<file path="config.mk">
export PLATFORM = sky130hd
export DESIGN_NAME = cbfd_ctrl
export DESIGN_NICKNAME = d
export VERILOG_FILES = /design/src/rtl/core/cbfd_pkg.sv /design/src/rtl/core/cbfd_ctrl.sv
export VERILOG_INCLUDE_DIRS = /design/src /design/src/rtl/core
export SDC_FILE = /design/constraint.sdc
export NUM_CORES = 1
export LEC_CHECK = 0
export ABC_CLOCK_PERIOD_IN_PS = 1700
export BUFFER_PORTS_ARGS = -buffer_cell sky130_fd_sc_hd__buf_4
export CAP_MARGIN = 20
export CORE_MARGIN = 8
export CORE_UTILIZATION = 45
export DETAILED_ROUTE_END_ITERATION = 10
export GPL_TIMING_DRIVEN = 1
export PLACE_DENSITY = 0.81
export SETUP_SLACK_MARGIN = 0.05
export SLEW_MARGIN = 20
export SYNTH_ARGS = -nofsm -noshare
export SYNTH_HDL_FRONTEND = slang
export SYNTH_SLANG_ARGS = --single-unit
</file>
<file path="constraint.sdc">
create_clock -name clk_i -period 1.7 [get_ports clk_i]
set_input_delay 0.17 -clock clk_i [delete_from_list [all_inputs] [get_ports clk_i]]
set_output_delay 0.17 -clock clk_i [all_outputs]
set_load 0.02 [all_outputs]
</file>
<file path="src/rtl/core/assert_macros.svh">
// Assertion helpers shared by the RTL. Both expect clk_i and rst_ni in scope.
`ifndef ASSERT_MACROS_SVH
`define ASSERT_MACROS_SVH

// Same-cycle implication.
`define CBFD_ASSERT_IMP(lbl, a, b) \
  lbl: assert property (@(posedge clk_i) disable iff (!rst_ni) (a) |-> (b)) \
    else $error("cbfd assertion failed");

// Next-cycle implication.
`define CBFD_ASSERT_NXT(lbl, a, b) \
  lbl: assert property (@(posedge clk_i) disable iff (!rst_ni) (a) |=> (b)) \
    else $error("cbfd assertion failed");

`endif

</file>
<file path="src/rtl/core/cbfd_pkg.sv">
// ----------------------------------------------------------------------------
// cbfd_pkg
// Types and constants of the cubic Bezier forward difference stepper.
// ----------------------------------------------------------------------------
package cbfd_pkg;

  localparam int COORD_W   = 32;
  localparam int DIFF_W    = 48;
  localparam int STEP_W    = 16;
  localparam int FUNC_W    = 2;
  localparam int PT_W      = 2;
  localparam int NUM_AXES  = 3;
  localparam int NUM_PTS   = 4;
  localparam int AXIS_W    = 2;

  localparam int COORD_FRAC_BITS_DEF = 16;
  localparam int DIFF_FRAC_BITS_DEF  = 32;

  // Basis coefficients of 32-bit points stay below 2^35 in magnitude; six
  // times the cubic term stays below 2^38.
  localparam int COEF_W = 40;
  localparam int MAG_W  = 39;

  typedef enum logic [FUNC_W-1:0] {
    FUNC_LOAD  = 2'd0,
    FUNC_START = 2'd1,
    FUNC_NEXT  = 2'd2
  } func_e;

  // Division terms in the order they are evaluated for each axis.
  typedef enum logic [2:0] {
    TERM_A  = 3'd0,
    TERM_A6 = 3'd1,
    TERM_B  = 3'd2,
    TERM_B2 = 3'd3,
    TERM_C  = 3'd4
  } term_e;

  typedef struct packed {
    logic              load_cp;
    logic              start_setup;
    logic              next_step;
    logic              mul_sq;
    logic              mul_cube;
    logic              div_load;
    logic              div_step;
    logic              div_wb;
    logic              emit;
    logic [AXIS_W-1:0] axis;
    term_e             term;
  } cbfd_cmd_t;

  typedef struct packed {
    logic long_curve;
  } cbfd_stat_t;

endpackage

</file>
<file path="src/rtl/core/cbfd_ctrl.sv">
// ----------------------------------------------------------------------------
// cbfd_ctrl
// Sequencer: handshakes, setup multiplies and the shared serial divider.
// ----------------------------------------------------------------------------
`include "assert_macros.svh"

module cbfd_ctrl
  import cbfd_pkg::*;
#(
  parameter int COORD_FRAC_BITS = COORD_FRAC_BITS_DEF,
  parameter int DIFF_FRAC_BITS  = DIFF_FRAC_BITS_DEF
) (
  input  logic              clk_i,
  input  logic              rst_ni,
  input  logic              in_valid_i,
  output logic              in_ready_o,
  input  logic [FUNC_W-1:0] func_i,
  output logic              out_valid_o,
  input  logic              out_ready_i,
  input  cbfd_stat_t        stat_i,
  output cbfd_cmd_t         cmd_o
);

  localparam int SHIFT_UP = (DIFF_FRAC_BITS >= COORD_FRAC_BITS) ?
                            DIFF_FRAC_BITS - COORD_FRAC_BITS : 0;
  localparam int DIV_N = MAG_W + SHIFT_UP;
  localparam int CNT_W = $clog2(DIV_N);
  localparam logic [CNT_W-1:0] CNT_LAST = CNT_W'(DIV_N - 1);

  typedef enum logic [2:0] {
    ST_IDLE, ST_SQ, ST_CUBE, ST_DLOAD, ST_DRUN, ST_DWB, ST_EMIT
  } state_e;

  state_e            state_q;
  logic [AXIS_W-1:0] axis_q;
  term_e             term_q;
  logic [CNT_W-1:0]  bit_q;
  logic              out_valid_q;
  logic              accept;
  logic              is_load, is_start, is_next;

  assign in_ready_o  = (state_q == ST_IDLE) && (!out_valid_q || out_ready_i);
  assign out_valid_o = out_valid_q;
  assign accept      = in_valid_i && in_ready_o;

  always_comb begin
    is_load  = 1'b0;
    is_start = 1'b0;
    is_next  = 1'b0;
    unique case (func_i)
      FUNC_LOAD:  is_load  = 1'b1;
      FUNC_START: is_start = 1'b1;
      FUNC_NEXT:  is_next  = 1'b1;
      default: ;
    endcase
  end

  always_comb begin
    cmd_o.load_cp     = accept && is_load;
    cmd_o.start_setup = accept && is_start;
    cmd_o.next_step   = accept && is_next;
    cmd_o.mul_sq      = (state_q == ST_SQ);
    cmd_o.mul_cube    = (state_q == ST_CUBE);
    cmd_o.div_load    = (state_q == ST_DLOAD);
    cmd_o.div_step    = (state_q == ST_DRUN);
    cmd_o.div_wb      = (state_q == ST_DWB);
    cmd_o.emit        = (accept && (is_next || (is_start && !stat_i.long_curve))) ||
                        (state_q == ST_EMIT);
    cmd_o.axis        = axis_q;
    cmd_o.term        = term_q;
  end

  always_ff @(posedge clk_i or negedge rst_ni) begin
    if (!rst_ni) begin
      state_q     <= ST_IDLE;
      axis_q      <= '0;
      term_q      <= TERM_A;
      bit_q       <= '0;
      out_valid_q <= 1'b0;
    end else begin
      if (cmd_o.emit) begin
        out_valid_q <= 1'b1;
      end else if (out_ready_i) begin
        out_valid_q <= 1'b0;
      end
      unique case (state_q)
        ST_IDLE: begin
          if (accept && is_start && stat_i.long_curve) begin
            state_q <= ST_SQ;
            axis_q  <= '0;
            term_q  <= TERM_A;
          end
        end
        ST_SQ:    state_q <= ST_CUBE;
        ST_CUBE:  state_q <= ST_DLOAD;
        ST_DLOAD: begin
          bit_q   <= '0;
          state_q <= ST_DRUN;
        end
        ST_DRUN: begin
          bit_q <= bit_q + 1'b1;
          if (bit_q == CNT_LAST) begin
            state_q <= ST_DWB;
          end
        end
        ST_DWB: begin
          if (term_q == TERM_C) begin
            term_q <= TERM_A;
            if (axis_q == AXIS_W'(NUM_AXES - 1)) begin
              state_q <= ST_EMIT;
            end else begin
              axis_q  <= axis_q + 1'b1;
              state_q <= ST_DLOAD;
            end
          end else begin
            term_q  <= term_e'(term_q + 3'd1);
            state_q <= ST_DLOAD;
          end
        end
        ST_EMIT:  state_q <= ST_IDLE;
        default:  state_q <= ST_IDLE;
      endcase
    end
  end

  `CBFD_ASSERT_IMP(a_no_overwrite, cmd_o.emit, !out_valid_q || out_ready_i)
  `CBFD_ASSERT_NXT(a_long_start, accept && is_start && stat_i.long_curve, state_q == ST_SQ)
  `CBFD_ASSERT_NXT(a_div_end, (state_q == ST_DRUN) && (bit_q == CNT_LAST), state_q == ST_DWB)

endmodule

</file>
==> flow_summary.yaml, run 1 <==
status:
  outcome: "finished, violations left"
  violations: "setup timing"
placed_design:
  port_buffers: 22
  dp_hpwl_um: 1640
  pre_cts_ws_ns: 0.0868
  gp_congestion: 0.786
  dp.cells: 147
drt:
  drt_iter0_drc: 34
  vias: 882
  routed_wl_um: 2360
  first_pass_iters: 4
  drc: 0
  ant_nets: 0
  via_per_inst: 5.41
  wl_per_cell_um: 14.5
clock_network:
  cts_tree: "built"
  cts_root_buf: "clkbuf_4"
  cts.sinks: 15
  clock_latency_ns: 0.28
  cts-htree-levels: 1
  clkTransAtPathRegs_ns: 0.09
  cts_max_path_buffers: 2
  numCtsBuffers: 3
yosys:
  ys.warnings.count: 0
  synth.cell_area_um2: 942
  syn_nets: 110
  synth_cells: 98
  ys_seq_area_share_pct: 39.8
  post_synth.cell_area_avg_um2: 9.61
  ys_seq_elements: 15
  synth_cell_types: 35
setup_path:
  critical_path_class: "reg2reg"
  r2r_setup_slack_ns: -0.007
  cp_max_fo: 8
  crit_path_start_kind: "register"
  r2r_end: "state_q[0]"
  worstPathRequired_ns: 1.92
  regToRegStartpoint: "state_q[0]"
  endpoint_kind: "register"
  reg2reg_depth: 4
  cp.arrival_ns: 1.92
cells_and_area:
  nets: 149
  drive_gt1_share_pct: 45.6
  area_growth_pct: 44.1
  instances_no_fill: 163
  final_cell_mix: "33 x buf_4, 13 x dfrtp_1, 8 x inv_1"
  layout_commonest_cell: "buf_4"
  num_antenna_cells: 0
  fillers: 160
power_and_ir_drop:
  sw_frac_of_total_pct: 43.7
  p_int_w: 0.00113
  p_leak_nw: 0.661
  pwr-share-clk_pct: 10.0
  combPwrFrac_pct: 58.8
  power_frac_seq_pct: 31.2
  irDropWorstVdd_v: 0.00111
  power_density_nw_per_um2: 1480
  p_sw_w: 0.000877
  power_w: 0.00201
die:
  io_pins: 23
  coreArea_um2: 1960
  die_area_um2: 3810
  initial_utilization_pct: 48.0
  die_h_um: 61.8
  row_count: 16
  die_x_um: 61.8
global_routing:
  grt_pass1_vias: 789
  grt_max_degree: 16
  grt_pass1_wl_um: 3390
  gr-total-overflow: 0
  track_usage_pct: 11.6
  antenna_found_initial: 0
timing:
  final-hold-violation-count: 0
  fin_ws_ns: -0.00701
  rsz0062_at_grt: "true"
  fin_skew_ns: 0.00270
  fmax_ghz: 0.586
  worst_pin_slew_ns: 0.321
  finalSetupTns_ns: -0.00701
  slew_violations: 0
  min_period_ns: 1.71
  timing.slew.headroom_pct: 78.6
  timing.hold.ws_ns: 0.266
  setup_viol: 1
  finalCritPeriodShare_pct: 100
job:
  cap_violations: 0
worst_hold_path:
  hold_path.class: "in2async"
through the flow:
stage | instance area [um2] | util [%]
2_1_floorplan | 948 | -
3_3_place_gp | 1140 | 57.9
3_5_place_dp | 1140 | 57.9
4_1_cts | 1200 | 61.2
5_1_grt | 1360 | 69.2
6_report | 1360 | 69.2
kinds of logic after synthesis:
kind of cell / Yosys count / share of synthesized area (%)
AND/OR/NAND/NOR: 38 / 25.4
buffers and inverters: 14 / 8.37
multiplexers: 4 / 4.38
adder cells (fa/ha/maj): 5 / 6.64
AO/OA/AOI/OAI: 22 / 15.4
flip-flops: 15 / 39.8
registers in the layout, indices dropped and copies added, names as in the netlist:
signal	cells
term_q	3
out_valid_o	1
bit_q	6
state_q	3
axis_q	2
critical path, stage by stage, from the launching register on:
cell and delay, ns:
dfrtp_2 0.47, or4b_4 0.55, nor4b_4 0.32, buf_6 0.17, a2111o_1 0.13
power groups by stage:
| stage | clock network, W | logic, W | registers, W |
|---|---|---|---|
| 6_report | 0.000200 | 0.00118 | 0.000627 |
| 5_1_grt | 0.000223 | 0.00128 | 0.000647 |
| 3_5_place_dp | 0 | 0.000928 | 0.000617 |
| 2_1_floorplan | 0 | 0.000581 | 0.000644 |
| 4_1_cts | 0.000207 | 0.000962 | 0.000621 |
| 3_3_place_gp | 0 | 0.000908 | 0.000605 |
cells in the mapped netlist (all sizes together):
master   number  area [um2]
o2bb2ai       2        17.5
nor4b         2        32.5
or3b          1        8.76
o211ai        2        15.0
nor2b         1        6.26
nor3b         1        7.51
o32ai         1        8.76
nand3b        3        22.5
mux2i         3        30.0
o22ai         1        6.26
o21bai        1        7.51
nand3         6        30.0
nor3          4        20.0
mux2          1        11.3
nand4         2        12.5
a2111o        1        11.3
and2          1        6.26
buf           4        41.3
inv          10        37.5
o2111ai       1        8.76
or4b          1        13.8
or4           1        7.51
nand2b        3        18.8
nor4          1        6.26
a21oi         5        25.0
nor2          2        7.51
o21ai         6        30.0
a21o          2        15.0
or3           2        12.5
dfrtp        15         375
nand2         7        26.3
ha            5        62.6
what timing repair did:
item | 4_1_cts | 5_1_grt
hold buffers | 1 | 0
endpoints found under the setup margin | 6 | 15
endpoints found under the hold margin | 15 | 0
setup buffers | 1 | 10
gates resized for setup | 7 | 17
pin swaps | 0 | 10
per-layer routing:
metal	track usage, %	part of all wire [%]	up-vias
met5	0	0	-
met4	3.25	0.97	0
met3	3.09	4.9	4
met2	20.7	54	24
met1	13.2	40	424
li1	-	-	430
worst max path at each step:
stage	from	end	slack [ns]	cells past startpoint
2_1_floorplan	state_q[1]	bit_q[5]	0.07	5
3_3_place_gp	state_q[1]	axis_q[1]	0.13	3
3_5_place_dp	state_q[0]	bit_q[5]	0.09	3
4_1_cts	state_q[2]	cmd_o[11]	0.01	5
5_1_grt	state_q[0]	state_q[0]	-0.07	4
6_report	state_q[0]	state_q[0]	-0.007	4
cell type report:
class                           count  area (um2)  share of cell area, %
Timing Repair Buffer               38         303                   22.3
Inverter                           10        40.0                   2.95
Tap cell                           27        33.8                   2.49
Clock inverter                      1        5.00                  0.369
Sequential cell                    15         378                   27.8
Multi-Input combinational cell     69         576                   42.4
Clock buffer                        3        22.5                   1.66
No activity file was read; power rests on OpenSTA's default activity.
==> inputs of run 2 (changes only) <==
--- a/config.mk
+++ b/config.mk
@@ -14,6 +14,7 @@
 export DETAILED_ROUTE_END_ITERATION = 10
 export GPL_TIMING_DRIVEN = 1
 export PLACE_DENSITY = 0.81
+export RECOVER_POWER = 50
 export SETUP_SLACK_MARGIN = 0.05
 export SLEW_MARGIN = 20
 export SYNTH_ARGS = -nofsm -noshare
==> run 2 against run 1 <==
  * The run still ends with setup timing left
  * Worst hold slack gained 0.076 ns
  * First-iteration DRC count is 15% lower
  * Critical endpoint unchanged
  * Clock power about the same
  * Critical path depth stayed put
  * Largest power group unchanged
  * Flip-flop and latch count stayed put
  * Utilization is 0.77 points lower
  * Via count did not move
  * Critical path type unchanged
  * Largest cell class unchanged
==> flow_summary.yaml, run 2 (same netlist as run 1, synthesis figures left out) <==
setup_path:
  endpoint_kind: "register"
  crit_buf_inv: 1
  regToRegStartpoint: "state_q[0]"
  crit_path_max_incr_delay_ns: 0.55
  worstSetupEndpoint: "state_q[0]"
  crit_family: "simple AND/OR/NAND/NOR gates"
  crit_path_start_kind: "register"
  r2r_setup_slack_ns: -0.008
  cp.depth: 4
  crit_slowest_cell: "or4b_4"
  worstPathRequired_ns: 1.91
  crit_chain: "or4b_4 -> nor4b_4 -> buf_6 -> a2111o_1"
  cp.arrival_ns: 1.92
  cp_max_fo: 8
  cp-startpoint: "state_q[0]"
  r2r_end: "state_q[0]"
  critical_path_class: "reg2reg"
  reg2reg_depth: 4
global_routing:
  grt_most_used_layer: "met2"
  grt_use_met2_pct: 20.7
  grtUsageMet1_pct: 13.2
  grt_pass1_vias: 789
  grt_max_degree: 16
  gr-total-overflow: 0
  track_usage_pct: 11.6
  met3_usage_pct: 3.09
  grt_pass1_wl_um: 3390
  antenna_found_initial: 0
cells_and_area:
  fillers: 166
  largest-register: "bit_q"
  drive_gt1_share_pct: 42.6
  largest_reg_flops: 6
  final_cell_mix: "29 x buf_4, 13 x dfrtp_1, 8 x inv_1"
  top_regs: "bit_q: 6 flops, state_q: 3 flops, term_q: 3 flops"
  num_antenna_cells: 0
  postLayoutCoreUtil_pct: 68.4
  final_area_um2: 1340
  nets: 149
  area_growth_pct: 42.5
  layout_commonest_cell: "buf_4"
clock_network:
  cts.sinks: 15
  clkTransAtPathRegs_ns: 0.09
  clock_latency_ns: 0.28
  cts-htree-levels: 1
  numCtsBuffers: 3
  cts_root_buf: "clkbuf_4"
  cts_max_path_buffers: 2
  cts_tree: "built"
status:
  violations: "setup timing"
  outcome: "finished, violations left"
timing:
  finalCritPeriodShare_pct: 100
  worst_pin_slew_ns: 0.796
  min_period_ns: 1.71
  fin_ws_ns: -0.00804
  setup_viol: 1
  timing.slew.headroom_pct: 46.9
  final-hold-violation-count: 0
  fmax_ghz: 0.585
  slew_violations: 0
  fin_skew_ns: 0.00246
  rsz0062_at_grt: "true"
drt:
  first_pass_iters: 4
  drc: 0
  via_per_inst: 5.41
  wl_per_cell_um: 14.4
  ant_nets: 0
  routed_wl_um: 2350
  vias: 882
  drt_iter0_drc: 29
power_and_ir_drop:
  combPwrFrac_pct: 58.3
  p_sw_w: 0.000876
  power_density_nw_per_um2: 1470
  irDropWorstVdd_v: 0.00110
  p_int_w: 0.00110
  p_leak_nw: 0.646
  power_frac_seq_pct: 31.6
  pwr-share-clk_pct: 10.1
  sw_frac_of_total_pct: 44.3
die:
  die_h_um: 61.8
  initial_utilization_pct: 48.0
  row_count: 16
  coreArea_um2: 1960
  io_pins: 23
  die_area_um2: 3810
  die_x_um: 61.8
job:
  cap_violations: 0
worst_hold_path:
  hold_path.class: "in2reg"
placed_design:
  dp_hpwl_um: 1640
  port_buffers: 22
  pre_cts_ws_ns: 0.0868
  gp_congestion: 0.786
  place_area_um2: 1140
-- run 2: cell count changes in the layout (fill, tap and decap cells not counted), sizes merged --
| cell | change |
|---|---|
| clkbuf | +4 |
| buf | -4 |
-- run 2: worst register-to-register path: cells and delay by family (launching register included) --
| family | cells | cell delay, ns |
|---|---|---|
| flops | 1 | 0.47 |
| compound gates | 1 | 0.13 |
| buf+inv | 1 | 0.17 |
| simple gates | 2 | 0.87 |
-- run 2: repair_timing --
| item | 4_1_cts | 5_1_grt |
|---|---|---|
| buffers inserted | 1 | 10 |
| hold endpoints to repair | 15 | 0 |
| hold buffers | 1 | 0 |
| cloned | 0 | 0 |
| pin swaps | 0 | 10 |
| resized for setup | 7 | 17 |
| endpoints found under the setup margin | 6 | 15 |
-- run 2: per-layer routing --
| layer | vias up | part of all wire (%) |
|---|---|---|
| met5 | - | 0 |
| met4 | 0 | 0.98 |
| met3 | 4 | 5.0 |
| met2 | 22 | 55 |
| met1 | 426 | 39 |
| li1 | 430 | - |
-- run 2: per-stage QoR --
step | std cells | hold slack (ns) | power, W | setup TNS (ns)
final | 163 | 0.342 | 0.00198 | -0.00804
after CTS | 153 | 0.266 | 0.00179 | 0
after floorplan | 98 | -0.126 | 0.00122 | 0
after global placement | 147 | 0.0319 | 0.00151 | 0
after detailed placement | 147 | 0.0332 | 0.00154 | 0
after global routing | 163 | 0.363 | 0.00212 | -0.377
-- run 2: power groups by stage --
stage                     sequential (W)  clock [W]  combinational (W)
after floorplan                 0.000644          0           0.000581
after global placement          0.000605          0           0.000908
after detailed placement        0.000617          0           0.000928
after CTS                       0.000621   0.000207           0.000962
after global routing            0.000646   0.000223            0.00125
final                           0.000625   0.000200            0.00115
-- run 2: final cells by class --
type / count / area, um2 / area share [%]
inverters: 10 / 40.0 / 2.98
repair buffers: 38 / 288 / 21.4
clock inverters: 1 / 5.00 / 0.373
well taps: 27 / 33.8 / 2.52
clock buffers: 3 / 22.5 / 1.68
flip-flops and latches: 15 / 378 / 28.1
multi-input cells: 69 / 576 / 42.9
-- run 2: how the worst min path moves through the flow --
stage | start | end | slack, ns | cells past startpoint
2_1_floorplan | rst_ni | axis_q[0] | -0.13 | 0
5_1_grt | stat_i | out_valid_o | 0.36 | 4
3_3_place_gp | rst_ni | term_q[0] | 0.03 | 1
6_report | stat_i | out_valid_o | 0.34 | 4
3_5_place_dp | rst_ni | term_q[2] | 0.03 | 1
4_1_cts | rst_ni | bit_q[2] | 0.27 | 2
==> inputs of run 3 (changes only) <==
--- a/config.mk
+++ b/config.mk
@@ -9,10 +9,11 @@
 export ABC_CLOCK_PERIOD_IN_PS = 1700
 export BUFFER_PORTS_ARGS = -buffer_cell sky130_fd_sc_hd__buf_4
 export CAP_MARGIN = 20
-export CORE_MARGIN = 8
+export CORE_MARGIN = 2
 export CORE_UTILIZATION = 45
 export DETAILED_ROUTE_END_ITERATION = 10
 export GPL_TIMING_DRIVEN = 1
+export MAX_ROUTING_LAYER = met4
 export PLACE_DENSITY = 0.81
 export RECOVER_POWER = 50
 export SETUP_SLACK_MARGIN = 0.05
==> run 3 against run 2 <==
  * The run still ends with setup timing left
  * First-iteration DRC count down 66%
  * Setup slack improved by 0.0078 ns
  * Die area shrank 35%
  * Global-route usage grew 8.1 points
  * Non-clock buffer count up 4
  * Worst hold slack lost 0.011 ns
  * Combinational power grew 6%
  * Critical path depth increased by 1
  * Critical path type is now reg2out
==> flow_summary.yaml, run 3 (same netlist as run 1, synthesis figures left out) <==
timing:
  slew_violations: 0
  setup_viol: 1
  min_period_ns: 1.70
  timing.slew.headroom_pct: 43.4
  fin_skew_ns: 0.00626
  rsz0062_at_grt: "true"
  final-hold-violation-count: 0
  fmax_ghz: 0.588
  finalCritPeriodShare_pct: 100
  fin_ws_ns: -0.000233
  worst_pin_slew_ns: 0.850
cells_and_area:
  nets: 153
  largest-register: "bit_q"
  largest_reg_flops: 6
  num_antenna_cells: 0
  instances_no_fill: 167
  area_growth_pct: 45.4
  drive_gt1_share_pct: 42.9
  layout_commonest_cell: "buf_4"
  top_regs: "bit_q: 6 flops, state_q: 3 flops, term_q: 3 flops"
  final_cell_mix: "36 x buf_4, 12 x dfrtp_1, 9 x inv_1"
  postLayoutCoreUtil_pct: 69.8
  final_area_um2: 1370
die:
  row_count: 16
  die_h_um: 49.8
  die_x_um: 49.8
  coreArea_um2: 1960
  initial_utilization_pct: 48.0
  die_area_um2: 2480
  io_pins: 23
global_routing:
  gr-total-overflow: 0
  grt_pass1_vias: 889
  track_usage_pct: 19.8
  grt_pass1_wl_um: 3770
  antenna_found_initial: 0
  grt_max_degree: 16
clock_network:
  cts.sinks: 15
  cts_tree: "built"
  cts_max_path_buffers: 2
  clock_latency_ns: 0.28
  cts_root_buf: "clkbuf_4"
  clkTransAtPathRegs_ns: 0.09
  numCtsBuffers: 3
  cts-htree-levels: 1
placed_design:
  gp_congestion: 0.839
  dp_hpwl_um: 1520
  dp.cells: 147
  port_buffers: 22
  pre_cts_ws_ns: 0.0603
  place_area_um2: 1140
power_and_ir_drop:
  pwr-share-clk_pct: 9.9
  power_frac_seq_pct: 30.5
  power_density_nw_per_um2: 1500
  p_leak_nw: 0.676
  power_w: 0.00205
  p_sw_w: 0.000885
  combPwrFrac_pct: 59.6
  irDropWorstVdd_v: 0.000878
  p_int_w: 0.00117
  sw_frac_of_total_pct: 43.2
setup_path:
  cp_max_fo: 6
  crit_buf_inv: 3
  cp.arrival_ns: 1.53
  crit_path_max_incr_delay_ns: 0.46
  crit_path_start_kind: "register"
  crit_top_cell: "buf_4"
  crit_slowest_cell: "dfrtp_2"
  endpoint_kind: "output pin"
  crit_chain: "buf_6 -> nand2b_4 -> buf_4 -> nor3_1 -> buf_4"
  critical_path_class: "reg2out"
  worstPathRequired_ns: 1.53
  crit_family: "buffers and inverters"
drt:
  vias: 912
  wl_per_cell_um: 14.9
  drc: 0
  via_per_inst: 5.46
  ant_nets: 0
  first_pass_iters: 4
  routed_wl_um: 2490
  drt_iter0_drc: 10
worst_hold_path:
  hold_path.class: "in2reg"
status:
  outcome: "finished, violations left"
  violations: "setup timing"
job:
  cap_violations: 0
-- run 3: changes by cell type in the layout (fill, tap and decap cells not counted), sizes merged --
cell    previous run  this run
buf               33        40
clkbuf             7         5
clkinv             1         0
-- run 3: final timing paths --
| kind | end | start | cells after the start | slack [ns] |
|---|---|---|---|---|
| max | in_ready_o | state_q[0] | 5 | -0.0002 |
| min | out_valid_o | stat_i | 4 | 0.33 |
| max reg2reg | axis_q[1] | state_q[0] | 5 | 0.02 |
| min reg2reg | bit_q[4] | bit_q[4] | 1 | 0.52 |
| max in group asynchronous | state_q[2] | rst_ni | 2 | 0.60 |
| min in group asynchronous | term_q[0] | rst_ni | 2 | 0.51 |
-- run 3: metal layers --
metal | track usage (%) | wire length [um]
met5 | - | 0
met2 | 37.3 | 1370
met4 | 2.31 | 53
met3 | 5.45 | 115
met1 | 20.9 | 948
-- run 3: per-stage QoR --
| stage | hold WS (ns) | setup TNS [ns] |
|---|---|---|
| final | 0.331 | -0.000233 |
| after global routing | 0.353 | -0.397 |
| after CTS | 0.267 | -0.0101 |
| after detailed placement | 0.0408 | 0 |
| after global placement | 0.0321 | 0 |
| after floorplan | -0.126 | 0 |
-- run 3: power by group through the flow --
stage	clock [W]	combinational (W)	sequential (W)
final	0.000203	0.00122	0.000625
after global routing	0.000226	0.00134	0.000646
after CTS	0.000216	0.000970	0.000617
after detailed placement	0	0.000920	0.000615
after global placement	0	0.000898	0.000604
after floorplan	0	0.000581	0.000644
-- run 3: cell type report --
| type | instances | area (um2) |
|---|---|---|
| multi-input combinational | 69 | 562 |
| clock buffer | 4 | 26.3 |
| tap | 27 | 33.8 |
| timing repair buffer | 42 | 329 |
| inverter | 10 | 40.0 |
| fill | 150 | 592 |
| sequential | 15 | 379 |
-- run 3: worst min-delay path, cell delays in order --
cell	delay, ns
buf_4	0.08
nor3b_1	0.07
o21bai_1	0.16
o211ai_1	0.09
-- run 3: repair_timing --
item | 4_1_cts | 5_1_grt
pin swaps | 1 | 8
hold buffers | 1 | 0
resized for setup | 9 | 14
setup buffers | 3 | 12
endpoints found under the setup margin | 8 | 15
endpoints found under the hold margin | 15 | 0
